$ cat src/hdl/pdrg_pkg.sv
package pdrg_pkg;

	// field widths fixed by the item format
	localparam int FUNC_W   = 2;
	localparam int SECS_W   = 16;
	localparam int SAMPLE_W = 10;
	localparam int EVENT_W  = 4;
	localparam int THR_W    = 10;
	localparam int MS_W     = 20;
	localparam int RUN_W    = 26;
	localparam int CFG_W    = 20;
	localparam int CFG_IDX_W = 2;

	localparam logic [RUN_W-1:0] MS_PER_S = RUN_W'(1000);

	// register reset values
	localparam logic [THR_W-1:0] RISE_THRESHOLD_RST  = THR_W'(50);
	localparam logic [MS_W-1:0]  CHECK_PERIOD_RST    = MS_W'(11000);
	localparam logic [MS_W-1:0]  MIN_WAIT_RST        = MS_W'(3000);

	typedef enum logic [FUNC_W-1:0] {
		FN_TICK  = 2'd0,
		FN_START = 2'd1,
		FN_STOP  = 2'd2,
		FN_CLEAR = 2'd3
	} func_t;

	typedef enum logic [EVENT_W-1:0] {
		EV_NONE    = 4'd0,
		EV_STARTED = 4'd1,
		EV_BUSY    = 4'd2,
		EV_BLOCKED = 4'd3,
		EV_TIMED   = 4'd4,
		EV_DRY     = 4'd5,
		EV_CMD     = 4'd6,
		EV_FLOW    = 4'd7,
		EV_CLEARED = 4'd8
	} event_t;

	typedef enum logic [CFG_IDX_W-1:0] {
		REG_RISE_THRESHOLD = 2'd0,
		REG_CHECK_PERIOD   = 2'd1,
		REG_MIN_WAIT       = 2'd2
	} reg_idx_t;

	typedef struct packed {
		logic [FUNC_W-1:0]   func;
		logic [SECS_W-1:0]   run_seconds;
		logic [SAMPLE_W-1:0] moisture;
	} in_item_t;

	typedef struct packed {
		logic               pump_on;
		logic               emergency;
		logic [EVENT_W-1:0] event_res;
	} out_item_t;

	typedef struct packed {
		logic [THR_W-1:0] rise_threshold;
		logic [MS_W-1:0]  check_period_ms;
		logic [MS_W-1:0]  hold_off_ms;
	} cfg_t;

endpackage

$ cat src/hdl/pdrg_cfg_regs.sv
module pdrg_cfg_regs (
	input  logic                               clk,
	input  logic                               arst_n,
	input  logic                               cfg_we,
	input  logic [pdrg_pkg::CFG_IDX_W-1:0]     cfg_index,
	input  logic [pdrg_pkg::CFG_W-1:0]         cfg_data,
	output pdrg_pkg::cfg_t                     cfg
);
	import pdrg_pkg::*;

	cfg_t cfg_q;

	// register file, writes beyond the list are dropped
	always_ff @(posedge clk or negedge arst_n) begin
		if (!arst_n) begin
			cfg_q.rise_threshold  <= RISE_THRESHOLD_RST;
			cfg_q.check_period_ms <= CHECK_PERIOD_RST;
			cfg_q.hold_off_ms     <= MIN_WAIT_RST;
		end else if (cfg_we) begin
			case (cfg_index)
				REG_RISE_THRESHOLD: cfg_q.rise_threshold  <= cfg_data[THR_W-1:0];
				REG_CHECK_PERIOD:   cfg_q.check_period_ms <= cfg_data[MS_W-1:0];
				REG_MIN_WAIT:       cfg_q.hold_off_ms     <= cfg_data[MS_W-1:0];
				default: ;
			endcase
		end
	end

	assign cfg = cfg_q;

endmodule

$ cat src/hdl/pdrg_core.sv
module pdrg_core #(
	parameter int ADC_BITS = 10
) (
	input  logic                clk,
	input  logic                arst_n,
	input  pdrg_pkg::in_item_t  item,
	input  logic                advance,
	input  pdrg_pkg::cfg_t      cfg,
	output pdrg_pkg::out_item_t res
);
	import pdrg_pkg::*;

	typedef enum logic [1:0] {
		PH_IDLE = 2'd0,
		PH_WAIT = 2'd1,
		PH_DONE = 2'd2
	} phase_t;

	typedef struct packed {
		logic                running;
		logic                latch;
		logic [RUN_W-1:0]    elapsed;
		logic [RUN_W-1:0]    length;
		logic [MS_W-1:0]     timer;
		logic [MS_W-1:0]     since;
		phase_t              phase;
		logic [SAMPLE_W-1:0] baseline;
	} ctl_state_t;

	ctl_state_t st_q;
	ctl_state_t nxt;
	event_t     ev;

	logic [SAMPLE_W-1:0] mask;
	logic [SAMPLE_W-1:0] sample;
	logic [RUN_W-1:0]    elapsed_inc;
	logic [MS_W-1:0]     timer_inc;
	logic [MS_W-1:0]     since_inc;
	logic                flow_pass;

	// pump off with all run counters cleared
	function automatic ctl_state_t halted(ctl_state_t s);
		ctl_state_t r;
		r         = s;
		r.running = 1'b0;
		r.elapsed = '0;
		r.length  = '0;
		r.timer   = '0;
		r.since   = '0;
		r.phase   = PH_IDLE;
		return r;
	endfunction

	// only the low converter bits count
	always_comb begin
		for (int i = 0; i < SAMPLE_W; i++) begin
			mask[i] = (i < ADC_BITS);
		end
	end
	assign sample = item.moisture & mask;

	// saturating counters
	assign elapsed_inc = (&st_q.elapsed) ? st_q.elapsed : st_q.elapsed + 1'b1;
	assign timer_inc   = (st_q.phase == PH_WAIT && !(&st_q.timer)) ? st_q.timer + 1'b1
	                                                                 : st_q.timer;
	assign since_inc   = (st_q.phase == PH_WAIT && !(&st_q.since)) ? st_q.since + 1'b1
	                                                                 : st_q.since;

	// flow check: waited long enough and the rise reaches the threshold
	assign flow_pass = (since_inc >= cfg.hold_off_ms) &&
		({1'b0, sample} >= ({1'b0, st_q.baseline} + {1'b0, cfg.rise_threshold}));

	// next state and event for the item
	always_comb begin
		nxt = st_q;
		ev  = EV_NONE;
		case (item.func)
			FN_START: begin
				if (st_q.running) begin
					ev = EV_BUSY;
				end else if (st_q.latch) begin
					ev = EV_BLOCKED;
				end else begin
					nxt.baseline = sample;
					nxt.since    = '0;
					nxt.timer    = '0;
					nxt.phase    = PH_WAIT;
					nxt.running  = 1'b1;
					nxt.elapsed  = '0;
					nxt.length   = RUN_W'(item.run_seconds) * MS_PER_S;
					ev           = EV_STARTED;
				end
			end
			FN_STOP: begin
				if (st_q.running) begin
					nxt = halted(st_q);
					ev  = EV_CMD;
				end
			end
			FN_CLEAR: begin
				if (st_q.latch) begin
					nxt.latch = 1'b0;
					ev        = EV_CLEARED;
				end
			end
			FN_TICK: begin
				if (st_q.running) begin
					nxt.elapsed = elapsed_inc;
					nxt.timer   = timer_inc;
					nxt.since   = since_inc;
					if (st_q.length != '0 && elapsed_inc >= st_q.length) begin
						nxt = halted(st_q);
						ev  = EV_TIMED;
					end else if (st_q.phase == PH_WAIT &&
					             timer_inc >= cfg.check_period_ms) begin
						if (flow_pass) begin
							ev = EV_FLOW;
							if (st_q.length != '0) begin
								nxt.phase = PH_DONE;
							end else begin
								nxt.baseline = sample;
								nxt.since    = '0;
								nxt.timer    = '0;
								nxt.phase    = PH_WAIT;
							end
						end else begin
							nxt       = halted(st_q);
							nxt.latch = 1'b1;
							ev        = EV_DRY;
						end
					end
				end
			end
			default: ;
		endcase
	end

	// controller state commits when the item moves to the result register
	always_ff @(posedge clk or negedge arst_n) begin
		if (!arst_n) begin
			st_q.running  <= 1'b0;
			st_q.latch    <= 1'b0;
			st_q.elapsed  <= '0;
			st_q.length   <= '0;
			st_q.timer    <= '0;
			st_q.since    <= '0;
			st_q.phase    <= PH_IDLE;
			st_q.baseline <= '0;
		end else if (advance) begin
			st_q <= nxt;
		end
	end

	assign res.pump_on   = nxt.running;
	assign res.emergency = nxt.latch;
	assign res.event_res = ev;

endmodule

$ cat src/hdl/pump_dry_run_guard.sv
// channel  | handshake           | payload
// ---------+---------------------+-------------------------------------------
// input    | in_valid / in_stall | in_data: func, run_seconds, moisture
// output   | out_valid/out_stall | out_data: pump_on, emergency, event_res
// config   | cfg_we              | cfg_index, cfg_data (no read-back)
//
// one item per clock when the output is not stalled; items pass through the
// input register, then the result register
// the controller state updates in the same cycle as the result register
// arst_n clears the pipeline valids, the controller state and the registers
// an output stall holds the result; the input stalls only when both stages are full
module pump_dry_run_guard #(
	parameter int ADC_BITS = 10
) (
	input  logic                              clk,
	input  logic                              arst_n,
	input  logic                              in_valid,
	output logic                              in_stall,
	input  pdrg_pkg::in_item_t                in_data,
	output logic                              out_valid,
	input  logic                              out_stall,
	output pdrg_pkg::out_item_t               out_data,
	input  logic                              cfg_we,
	input  logic [pdrg_pkg::CFG_IDX_W-1:0]    cfg_index,
	input  logic [pdrg_pkg::CFG_W-1:0]        cfg_data
);
	import pdrg_pkg::*;

	logic      valid_s1;
	in_item_t  item_s1;
	logic      res_valid_q;
	out_item_t res_q;
	out_item_t res;
	cfg_t      cfg;
	logic      advance;

	// item moves on when the result register is free or being emptied
	assign advance  = valid_s1 && (!res_valid_q || !out_stall);
	assign in_stall = valid_s1 && !advance;

	// input register
	always_ff @(posedge clk or negedge arst_n) begin
		if (!arst_n) begin
			valid_s1 <= 1'b0;
		end else if (!in_stall) begin
			valid_s1 <= in_valid;
		end
	end

	always_ff @(posedge clk) begin
		if (in_valid && !in_stall) begin
			item_s1 <= in_data;
		end
	end

	// result register
	always_ff @(posedge clk or negedge arst_n) begin
		if (!arst_n) begin
			res_valid_q <= 1'b0;
		end else if (advance) begin
			res_valid_q <= 1'b1;
		end else if (!out_stall) begin
			res_valid_q <= 1'b0;
		end
	end

	always_ff @(posedge clk) begin
		if (advance) begin
			res_q <= res;
		end
	end

	pdrg_cfg_regs u_cfg (
		.clk       (clk),
		.arst_n    (arst_n),
		.cfg_we    (cfg_we),
		.cfg_index (cfg_index),
		.cfg_data  (cfg_data),
		.cfg       (cfg)
	);

	pdrg_core #(
		.ADC_BITS (ADC_BITS)
	) u_core (
		.clk     (clk),
		.arst_n  (arst_n),
		.item    (item_s1),
		.advance (advance),
		.cfg     (cfg),
		.res     (res)
	);

	assign out_valid = res_valid_q;
	assign out_data  = res_q;

	// the pump never runs with the emergency latch set
	a_no_run_in_emergency: assert property (@(posedge clk) disable iff (!arst_n)
		out_valid |-> !(out_data.pump_on && out_data.emergency))
		else $error("pump on while emergency latched");

	// a start always leaves the pump running
	a_start_runs: assert property (@(posedge clk) disable iff (!arst_n)
		(out_valid && out_data.event_res == EV_STARTED) |-> out_data.pump_on)
		else $error("start reported with pump off");

	// a dry stop latches the emergency and drops the relay
	a_dry_latches: assert property (@(posedge clk) disable iff (!arst_n)
		(out_valid && out_data.event_res == EV_DRY) |->
			(out_data.emergency && !out_data.pump_on))
		else $error("dry stop without emergency latch");

	// the input stalls only while both stages hold an item and the output is stalled
	a_stall_needs_item: assert property (@(posedge clk) disable iff (!arst_n)
		in_stall |-> (valid_s1 && res_valid_q && out_stall))
		else $error("input stalled with room in the pipeline");

endmodule

$ cat config.mk
export PLATFORM = sky130hd
export DESIGN_NAME = pump_dry_run_guard
export DESIGN_NICKNAME = d
export VERILOG_FILES = /design/src/hdl/pdrg_pkg.sv /design/src/hdl/pdrg_cfg_regs.sv /design/src/hdl/pdrg_core.sv /design/src/hdl/pump_dry_run_guard.sv
export SDC_FILE = /design/constraint.sdc
export NUM_CORES = 1
export LEC_CHECK = 0
export BUFFER_PORTS_ARGS = -buffer_cell sky130_fd_sc_hd__buf_2
export CORE_UTILIZATION = 55
export CTS_CLUSTER_SIZE = 30
export DETAILED_ROUTE_END_ITERATION = 8
export GPL_ROUTABILITY_DRIVEN = 0
export GPL_TIMING_DRIVEN = 0
export PLACE_DENSITY_LB_ADDON = 0.12
export SKIP_CTS_REPAIR_TIMING = 1
export SLEW_MARGIN = 25
export SYNTH_ARGS = -nofsm -noshare
export SYNTH_HDL_FRONTEND = slang
export SYNTH_HIERARCHICAL = 1
export SYNTH_SLANG_ARGS = --single-unit
$ cat constraint.sdc
create_clock -name clk -period 7.73 [get_ports clk]
set_input_delay 1.546 -clock clk [delete_from_list [all_inputs] [get_ports clk]]
set_output_delay 1.546 -clock clk [all_outputs]
set_load 0.1 [all_outputs]
==> summary.txt, run 1 <==
Critical path
  – Reg2Reg Launch Point: u_core/st_q[43]$_DFFE_PN0P_
  – Slowest cell on crit path: clkbuf_1
  – End of the critical path: u_core/st_q[60]$_DFFE_PN0P_
  – FF-to-FF setup slack: 2490 ps
  – Crit path max fanout: 10
  – Crit. End Element: flop
  – Slowest stage delay, CP: 500 ps
  – Reg2reg end: u_core/st_q[60]$_DFFE_PN0P_
  – Crit path cell chain: clkbuf_1, nand4_1, nor2_1, nand4_1, or3_1, nand4_1, buf_2, nor2_1, xor2_1, ha_1, a211oi_1, nor2_1, nor3_1, o211ai_1, and2_1, clkbuf_2, a21oi_2, buf_6, clkbuf_1, o21ai_0, o41ai_1
  – Startpoint types: flop
  – CP arrival: 5550 ps
  – FF-to-FF path depth: 21
  – Kind of critical path: flop to flop
  – Setup crit start: u_core/st_q[43]$_DFFE_PN0P_
  – Required time worst endpoint: 8050 ps

Synth
  – Combinational family with the most area after synthesis: adder cells
  – Syn_nets: 1641
  – Netlist cell types: 74
  – Synth Area in Compound Gates: 12.9%
  – Asr flop ratio synth: 82.0%
  – YS warnings: 6
  – Cell count after synthesis: 1388
  – Synth area leader: dfrtp_1
  – Post-Synth Adder-Cell Area: 20.8%
  – Sequential area share after synthesis: 35.5%
  – Synthesis-stage register bit count: 189
  – Synth Area in XOR/XNOR: 5.24%
  – Ys flop type: dfrtp_1
  – Synth area leaders: dfrtp_1 25%, ha_1 13%, fa_1 7.9%, edfxtp_1 7.4%, inv_1 4.6%
  – Post-Syn Area per Cell: 9.99 um^2
  – Simple-Gate Fraction of Synth Area: 13.6%
  – EDFF count, synth: 34
  – Post-synthesis mux area share: 5.52%
  – Yosys top cell area share: 24.7%
  – Cell Area, Synth: 0.0139 mm^2

CTS
  – Root buffer cell: clkbuf_16
  – Cts bufs inserted: 17
  – Clock latency on the worst-skew pair: 440 ps
  – H-tree levels: 4
  – CTS Buffer Depth: 2
  – CTS clk-pin slew, worst paths: 90 ps
  – CTS sink cnt: 189
  – CTS tree: built

GRT
  – Initial antenna violation count: 0
  – Number of global-route vias before repair: 10426
  – Gr ovfl total: 0
  – First-pass GRT wire length: 52100 um
  – GRT Resource Usage Total: 25.5%
  – Largest net degree at the start of global routing: 68

Timing
  – Final setup viols: 0
  – Fmax: 0.191 GHz
  – Layout Skew: 16.4 ps
  – Slew Limit Fails: 0
  – Hold Fails Final Rpt: 0
  – Crit path time final: 5240 ps
  – Final TNS setup: 0 ps
  – Fin crit share: 67.7%
  – Worst Tran Pin Value: 745 ps
  – RSZ-0062 raised after global routing: false
  – Worst slew margin: 50.3%

Power
  – Pwr dens: 289 mW/mm^2
  – VDD IR max: 0.198 mV
  – Leakage: 7.23 nW
  – Power Total: 4.41 mW

Floorplan
  – Die X-Extent: 161 um
  – Die Span Y: 161 um
  – Die area: 0.0259 mm^2
  – Starting Density: 56.5%
  – Core Box Area: 0.0245 mm^2
  – I/O pin cnt: 63
  – FP Rows: 57

Routing
  – Vias/cell: 5.71
  – DRC errors left: 0
  – Router iterations before antenna repair: 5
  – Avg WL per Cell: 17.4 um
  – Wirelength, routed: 31500 um
  – Vias post-DR: 10324
  – Post-route ant nets: 0
  – Initial drt markers: 719

Cells and area
  – Seq. cell area: 0.00492 mm^2
  – Final Net Count: 1725
  – Share of cells above drive strength 1: 14.7%
  – Commonest non-fill, non-tap cell in the layout: inv_1
  – Multi-input gate area: 0.00805 mm^2
  – Area grow syn2layout: 10.1%
  – Antenna Cells: 0
  – Filler Cells Inserted: 2060
  – Commonest non-fill, non-tap cells in the layout: 171 x inv_1, 143 x ha_1, 137 x dfrtp_1

Status
  – Outcome: complete, no violations

Placed design
  – Post-DP HPWL: 24400 um
  – Port buffer count: 62

Job
  – Max-cap viol count: 0

Worst hold path
  – HP Class: flop to flop
worst min path at each step:
stage,from,endpoint,cells past startpoint
floorplan,valid_s1$_DFFE_PN0N_,out_valid$_DFFE_PN0P_,1
global placement,valid_s1$_DFFE_PN0N_,out_valid$_DFFE_PN0P_,1
detailed placement,u_cfg/cfg[21]$_DFFE_PN0P_,u_cfg/cfg[21]$_DFFE_PN0P_,1
CTS,u_cfg/cfg[1]$_DFFE_PN0P_,u_cfg/cfg[1]$_DFFE_PN0P_,1
global route,u_cfg/cfg[6]$_DFFE_PN0P_,u_cfg/cfg[6]$_DFFE_PN0P_,1
finish,u_cfg/cfg[18]$_DFFE_PN0P_,u_cfg/cfg[18]$_DFFE_PN0P_,1
cell families (layout without fill, tap and decap cells):
family | after synthesis | in the layout
fa+ha+maj | 198 | 198
flops | 189 | 189
xor+xnor | 83 | 83
buf+inv | 213 | 310
mux | 65 | 65
simple gates | 372 | 372
compound gates | 268 | 268
per-layer routing:
layer  global-route usage, %  wire length, um
met5                       0                0
met2                    45.0            15900
met1                    32.5            13800
met3                    3.74             1110
met4                    7.12              614
final cells by class:
class	count	area share, %
well taps	324	2.65
inverters	171	4.20
flip-flops and latches	189	32.2
multi-input cells	986	52.7
plain buffers	42	1.66
clock inverters	15	1.24
repair buffers	65	2.51
clock buffers	17	2.79
sequential cells by signal, indices dropped and copies added (netlist names):
register / cells
u_cfg/cfg: 50
item_s1: 28
out_data: 6
valid_s1: 1
u_core/st_q: 103
out_valid: 1
metrics by stage:
| stage | cell area (um^2) | std cells | hold slack [ps] | worst slack (ps) | utilization (%) |
|---|---|---|---|---|---|
| floorplan | 13900 | 1388 | 467 | 3300 | - |
| global placement | 14600 | 1774 | 473 | 2630 | 59.5 |
| detailed placement | 14700 | 1777 | 493 | 2610 | 59.8 |
| CTS | 15300 | 1809 | 511 | 2550 | 62.3 |
| global route | 15300 | 1809 | 531 | 2060 | 62.3 |
| finish | 15300 | 1809 | 510 | 2490 | 62.3 |
Yosys cell counts (5+ instances only):
cell type	n
a22o_1	30
inv_1	171
fa_1	55
and4_1	5
and2_1	16
mux2_2	52
o21a_1	6
xnor2_1	49
a211oi_1	10
a31o_2	5
o211ai_1	8
nor2_1	70
nand4_1	30
nor4_1	10
ha_1	143
and3_1	15
dfrtp_1	137
nor2b_1	10
o31ai_1	14
or4_1	6
mux2_4	10
a21oi_1	59
a31o_1	5
buf_2	7
nand2_1	104
nand3_1	49
buf_6	10
nand3b_1	8
xor2_1	34
a21o_1	24
clkbuf_1	20
nor3_1	21
edfxtp_1	34
nand2b_1	9
dfstp_2	18
o21ai_0	70
critical path: cells and delay by family, from the launching register on:
kind / cells / cell delay (ps)
fa+ha+maj: 1 / 290
flops: 1 / 340
buf+inv: 5 / 1370
compound gates: 5 / 990
xor+xnor: 1 / 160
simple gates: 9 / 1960
report_power, final:
group          total (mW)  switching [mW]  internal (mW)
Clock               0.907           0.464          0.443
Sequential           1.35           0.147           1.20
Combinational        2.15            1.22          0.930
Total                4.41            1.83           2.58
No activity file was read; power rests on OpenSTA's default activity.
==> run 2, diff against run 1 <==
==> constraint.sdc (replaced) <==
create_clock -name clk -period 4.57 [get_ports clk]
set_input_delay 0.914 -clock clk [delete_from_list [all_inputs] [get_ports clk]]
set_output_delay 0.914 -clock clk [all_outputs]
set_load 0.1 [all_outputs]
==> run 2 against run 1 <==
Compared with the run above: total power rose by 79%; critical endpoint is now u_core/st_q[76]$_DFFE_PN0P_; worst setup slack got worse by 2500 ps; worst hold slack got worse by 170 ps; sequential cell count did not move; via count rose by 2.6%; maximum frequency rose by 15%; register-to-register slack got worse by 2500 ps; critical path type unchanged; global-route usage did not move; sequential share of layout area fell by 1.3 points.
==> summary.txt, run 2 (same netlist as run 1, synthesis figures left out) <==
Timing
  – RSZ-0062 raised after global routing: true
  – Final setup viols: 0 (unchanged)
  – Crit path time final: 4550 ps (-690 ps)
  – Worst Tran Pin Value: 760 ps (+14.4 ps)
  – Final TNS setup: 0 ps (unchanged)
  – Min Hold Slack: 342 ps (-168 ps)
  – Fin crit share: 99.5% (+32 points)
  – Hold Fails Final Rpt: 0 (unchanged)
  – Worst slew margin: 49.2% (-1.1 points)
  – Slew Limit Fails: 0 (unchanged)
  – Fmax: 0.220 GHz (+15%)
  – Final Worst Setup Slack: 23.0 ps (-2470 ps)
  – Layout Skew: 17.7 ps (+1.23 ps)

Routing
  – Avg WL per Cell: 17.7 um (+1.5%)
  – Initial drt markers: 787 (+9.5%)
  – Router iterations before antenna repair: 5 (unchanged)
  – Post-route ant nets: 0 (unchanged)
  – Wirelength, routed: 32700 um (+3.9%)
  – Vias post-DR: 10596 (+2.6%)
  – Vias/cell: 5.72 (+0.31%)
  – DRC errors left: 0 (unchanged)

Power
  – Leakage: 7.50 nW (+3.7%)
  – VDD IR max: 0.354 mV (+79%)
  – Power Total: 7.91 mW (+79%)
  – Pwr dens: 496 mW/mm^2 (+72%)

Cells and area
  – Post-route design area: 0.0160 mm^2 (+4.4%)
  – Area grow syn2layout: 15.0%
  – Register bank with the most flops: u_core/st_q
  – Antenna Cells: 0 (unchanged)
  – Commonest non-fill, non-tap cell in the layout: inv_1
  – Final Non-Filler Cells: 1851 (+2.3%)
  – Share of cells above drive strength 1: 21.5% (+6.8 points)
  – Largest register FFs: 103 (unchanged)
  – Final Net Count: 1767 (+2.4%)
  – Post-layout util: 65.0% (+2.8 points)
  – Commonest non-fill, non-tap cells in the layout: 163 x inv_1, 135 x ha_1, 129 x dfrtp_1

GRT
  – Number of global-route vias before repair: 10426 (unchanged)
  – GRT Resource Usage Total: 25.5% (unchanged)
  – Gr ovfl total: 0 (unchanged)
  – Initial antenna violation count: 0 (unchanged)
  – First-pass GRT wire length: 52100 um (unchanged)
  – Largest net degree at the start of global routing: 68 (unchanged)

CTS
  – CTS tree: built
  – CTS Buffer Depth: 2 (unchanged)
  – Cts bufs inserted: 17 (unchanged)
  – CTS sink cnt: 189 (unchanged)
  – Root buffer cell: clkbuf_16
  – Clock latency on the worst-skew pair: 450 ps (about the same)
  – H-tree levels: 4 (unchanged)
  – CTS clk-pin slew, worst paths: 90 ps (about the same)

Floorplan
  – FP Rows: 57 (unchanged)
  – Die X-Extent: 161 um (unchanged)
  – Starting Density: 56.5% (unchanged)
  – Die area: 0.0259 mm^2 (unchanged)
  – I/O pin cnt: 63 (unchanged)
  – Core Box Area: 0.0245 mm^2 (unchanged)
  – Die Span Y: 161 um (unchanged)

Job
  – Max-cap viol count: 0 (unchanged)

Placed design
  – Port buffer count: 62 (unchanged)
  – Post-DP HPWL: 24400 um (unchanged)
  – DP Worst Slack: -547 ps (-3160 ps)
  – Placed Cells incl. Taps: 1777 (unchanged)
  – DP Area: 0.0147 mm^2 (unchanged)

Critical path
  – Startpoint types: flop
  – CP arrival: 4880 ps (-670 ps)
  – FF-to-FF setup slack: 20 ps (-2470 ps)
  – Most frequent cell on the critical path: fa_1
  – Crit path cell chain: buf_6, fa_1, inv_1, fa_1, fa_1, fa_1, inv_1, ha_4, o21a_1, o31ai_4, a311o_1, o211ai_1, o211ai_1, o21ai_1, xor2_1, a22o_1
  – Reg2reg end: u_core/st_q[76]$_DFFE_PN0P_
  – Required time worst endpoint: 4900 ps (-3150 ps)
  – Reg2Reg Launch Point: item_s1[12]$_DFFE_PP_
  – Crit path max fanout: 3 (-7)
  – Kind of critical path: flop to flop
  – Crit. End Element: flop
  – Slowest stage delay, CP: 540 ps (+40 ps)
  – FF-to-FF path depth: 16 (-24%)
  – Slowest cell on crit path: fa_1

Worst hold path
  – HP Class: input port to async pin

Status
  – Outcome: complete, no violations
==> run 2: cell count changes in the layout (fill, tap and decap cells not counted), sizes merged <==
cell    delta
clkbuf     -2
buf       +44
==> run 2: area by class of cell <==
class                           count  area, um^2
Clock buffer                       17         425
Fill cell                        1984        8580
Buffer                             39         267
Sequential cell                   189        4930
Clock inverter                     15         189
Tap cell                          324         405
Multi-Input combinational cell    986        8340
Timing Repair Buffer              110         742
Inverter                          171         649
==> run 2: how the worst max path moves through the flow <==
stage                                start  depth (start not counted)                     endpoint  slack (ps)
6_report             item_s1[12]$_DFFE_PP_                         16  u_core/st_q[76]$_DFFE_PN0P_          20
5_1_grt              item_s1[12]$_DFFE_PP_                         16  u_core/st_q[76]$_DFFE_PN0P_        -150
3_5_place_dp   u_core/st_q[43]$_DFFE_PN0P_                         21  u_core/st_q[60]$_DFFE_PN0P_        -550
3_3_place_gp   u_core/st_q[43]$_DFFE_PN0P_                         21  u_core/st_q[60]$_DFFE_PN0P_        -520
2_1_floorplan        item_s1[13]$_DFFE_PP_                         15  u_core/st_q[76]$_DFFE_PN0P_         140
4_1_cts        u_core/st_q[43]$_DFFE_PN0P_                         21  u_core/st_q[61]$_DFFE_PN0P_        -610
==> run 2: critical path, delay by kind of cell (launching register included) <==
kind / cells / cell delay [ps]
adder cells (fa/ha/maj): 5 / 2230
AO/OA/AOI/OAI: 7 / 1420
flip-flops: 1 / 430
buffers and inverters: 3 / 260
XOR/XNOR: 1 / 90
==> run 2: routing by layer <==
metal,global-route usage (%),vias to the layer above,share of wire (%)
met3,3.74,46,3.4
met5,0,-,0
met1,32.5,5226,44
met4,7.12,0,2.0
met2,45.0,215,51
li1,-,5109,-
==> run 2: report_power, final <==
part / internal (mW) / total [mW] / switching [mW]
Clock: 0.749 / 1.54 / 0.786
Sequential: 2.03 / 2.28 / 0.244
Combinational: 1.82 / 4.10 / 2.27
==> run 3, diff against run 2 <==
--- a/config.mk
+++ b/config.mk
@@ -5,10 +5,10 @@
 export SDC_FILE = /design/constraint.sdc
 export NUM_CORES = 1
 export LEC_CHECK = 0
-export BUFFER_PORTS_ARGS = -buffer_cell sky130_fd_sc_hd__buf_2
 export CORE_UTILIZATION = 55
 export CTS_CLUSTER_SIZE = 30
 export DETAILED_ROUTE_END_ITERATION = 8
+export DONT_BUFFER_PORTS = 1
 export GPL_ROUTABILITY_DRIVEN = 0
 export GPL_TIMING_DRIVEN = 0
 export PLACE_DENSITY_LB_ADDON = 0.12
==> run 3 against run 2 <==
Compared with the run above: via count fell by 2.5%; maximum frequency rose by 1.5%; cell area fell by 2.1%; worst hold slack got worse by 200 ps; combinational power fell by 2%; final cell count fell by 3.6%; core utilization fell by 1.4 points; sequential power rose by 2%; wire length fell by 2.1%; first-iteration DRC count fell by 16%; clock-buffer cell count rose by 2; critical path type unchanged; largest power group unchanged.
==> summary.txt, run 3 (same netlist as run 1, synthesis figures left out) <==
Critical path
  – Crit path max-delay family: adder cells
  – Crit path cell chain: buf_6, fa_1, inv_2, fa_1, fa_1, fa_1, inv_2, ha_4, o21a_1, o31ai_4, a311o_1, o211ai_1, o211ai_1, o21ai_1, xor2_1, a22o_1
  – FF-to-FF path depth: 16 (unchanged)
  – Crit path max fanout: 5 (+2)
  – Reg2reg end: u_core/st_q[76]$_DFFE_PN0P_
  – Required time worst endpoint: 4900 ps (about the same)
  – Crit. End Element: flop
  – FF-to-FF setup slack: 90 ps (+70 ps)
  – Slowest stage delay, CP: 550 ps (about the same)
  – Reg2Reg Launch Point: item_s1[12]$_DFFE_PP_
  – Most frequent cell on the critical path: fa_1
  – Startpoint types: flop
  – Kind of critical path: flop to flop
  – CP arrival: 4800 ps (-80 ps)
  – CP Buf/Inv Count: 3 (unchanged)
  – Slowest cell on crit path: fa_1

Power
  – Pwr dens: 503 mW/mm^2 (+1.5%)
  – Power Total: 7.86 mW (-0.68%)
  – VDD IR max: 0.388 mV (+9.6%)
  – Leakage: 7.19 nW (-4.1%)

CTS
  – Cts bufs inserted: 17 (unchanged)
  – Clock latency on the worst-skew pair: 450 ps (about the same)
  – H-tree levels: 4 (unchanged)
  – CTS sink cnt: 189 (unchanged)
  – CTS clk-pin slew, worst paths: 90 ps (about the same)
  – CTS Buffer Depth: 2 (unchanged)
  – CTS tree: built
  – Root buffer cell: clkbuf_16

GRT
  – Gr ovfl total: 0 (unchanged)
  – GRT Resource Usage Total: 25.2% (-0.34 points)
  – Largest net degree at the start of global routing: 156 (+130%)
  – Number of global-route vias before repair: 10122 (-2.9%)
  – First-pass GRT wire length: 51200 um (-1.7%)
  – Initial antenna violation count: 0 (unchanged)

Timing
  – Fin crit share: 98.0% (-1.5 points)
  – Min Hold Slack: 146 ps (-195 ps)
  – Worst Tran Pin Value: 1000 ps (+241 ps)
  – Crit path time final: 4480 ps (-69.1 ps)
  – Final setup viols: 0 (unchanged)
  – Layout Skew: 16.3 ps (-1.39 ps)
  – Slew Limit Fails: 0 (unchanged)
  – RSZ-0062 raised after global routing: true
  – Worst slew margin: 33.4% (-16 points)
  – Hold Fails Final Rpt: 0 (unchanged)
  – Fmax: 0.223 GHz (+1.5%)

Routing
  – Avg WL per Cell: 17.9 um (+1.6%)
  – Initial drt markers: 658 (-16%)
  – DRC errors left: 0 (unchanged)
  – Wirelength, routed: 32000 um (-2.1%)
  – Vias post-DR: 10335 (-2.5%)
  – Vias/cell: 5.79 (+1.2%)
  – Post-route ant nets: 0 (unchanged)
  – Router iterations before antenna repair: 5 (unchanged)

Worst hold path
  – HP Class: input port to async pin

Cells and area
  – Area grow syn2layout: 12.5%
  – Antenna Cells: 0 (unchanged)
  – Share of cells above drive strength 1: 18.2% (-3.3 points)
  – Largest register FFs: 103 (unchanged)
  – Final Net Count: 1700 (-3.8%)
  – Register bank with the most flops: u_core/st_q
  – Filler Cells Inserted: 2011 (+1.4%)
  – Commonest non-fill, non-tap cells in the layout: 162 x inv_1, 134 x ha_1, 129 x dfrtp_1
  – Commonest non-fill, non-tap cell in the layout: inv_1

Placed design
  – Post-DP HPWL: 23600 um (-3.1%)
  – Port buffer count: 0 (-100%)

Floorplan
  – Starting Density: 56.5% (unchanged)
  – Die X-Extent: 161 um (unchanged)
  – I/O pin cnt: 63 (unchanged)
  – FP Rows: 57 (unchanged)
  – Die area: 0.0259 mm^2 (unchanged)
  – Die Span Y: 161 um (unchanged)
  – Core Box Area: 0.0245 mm^2 (unchanged)

Status
  – Outcome: complete, no violations

Job
  – Max-cap viol count: 0 (unchanged)
==> run 3: how the worst max path moves through the flow <==
| stage | to | cells past startpoint | startpoint |
|---|---|---|---|
| finish | u_core/st_q[76]$_DFFE_PN0P_ | 16 | item_s1[12]$_DFFE_PP_ |
| global route | u_core/st_q[76]$_DFFE_PN0P_ | 16 | item_s1[12]$_DFFE_PP_ |
| CTS | u_core/st_q[64]$_DFFE_PN0P_ | 21 | u_core/st_q[43]$_DFFE_PN0P_ |
| detailed placement | u_core/st_q[64]$_DFFE_PN0P_ | 21 | u_core/st_q[43]$_DFFE_PN0P_ |
| global placement | u_core/st_q[60]$_DFFE_PN0P_ | 21 | u_core/st_q[43]$_DFFE_PN0P_ |
| floorplan | u_core/st_q[76]$_DFFE_PN0P_ | 15 | item_s1[13]$_DFFE_PP_ |
==> run 3: area by class of cell <==
| type | instances | area [um^2] | area share [%] |
|---|---|---|---|
| clock inverters | 13 | 154 | 0.986 |
| clock buffers | 19 | 433 | 2.77 |
| multi-input cells | 986 | 8410 | 53.9 |
| inverters | 171 | 649 | 4.16 |
| flip-flops and latches | 189 | 4930 | 31.6 |
| well taps | 324 | 405 | 2.60 |
| plain buffers | 39 | 273 | 1.75 |
| repair buffers | 43 | 352 | 2.25 |
==> run 3: report_power, final <==
part	total [mW]	switching [mW]	internal [mW]
registers	2.33	0.297	2.04
clock network	1.51	0.773	0.735
logic	4.02	2.18	1.83
==> run 3: through the flow <==
step           instance area, um^2  instances  setup TNS, ps  setup WS [ps]  util [%]
2_1_floorplan                13900       1388              0            145         -
3_3_place_gp                 14300       1712         -15290           -455      58.2
3_5_place_dp                 14300       1713         -18450           -495      58.2
4_1_cts                      14900       1745         -21890           -535      60.6
5_1_grt                      15600       1784           -273          -86.8      63.6
6_report                     15600       1784              0           92.0      63.6
==> run 3: routing by layer <==
| metal | vias up | part of all wire [%] | track usage (%) |
|---|---|---|---|
| met2 | 224 | 51 | 43.5 |
| li1 | 4976 | - | - |
| met5 | - | 0 | 0 |
| met3 | 43 | 4.3 | 3.74 |
| met1 | 5092 | 43 | 32.4 |
| met4 | 0 | 2.0 | 8.15 |
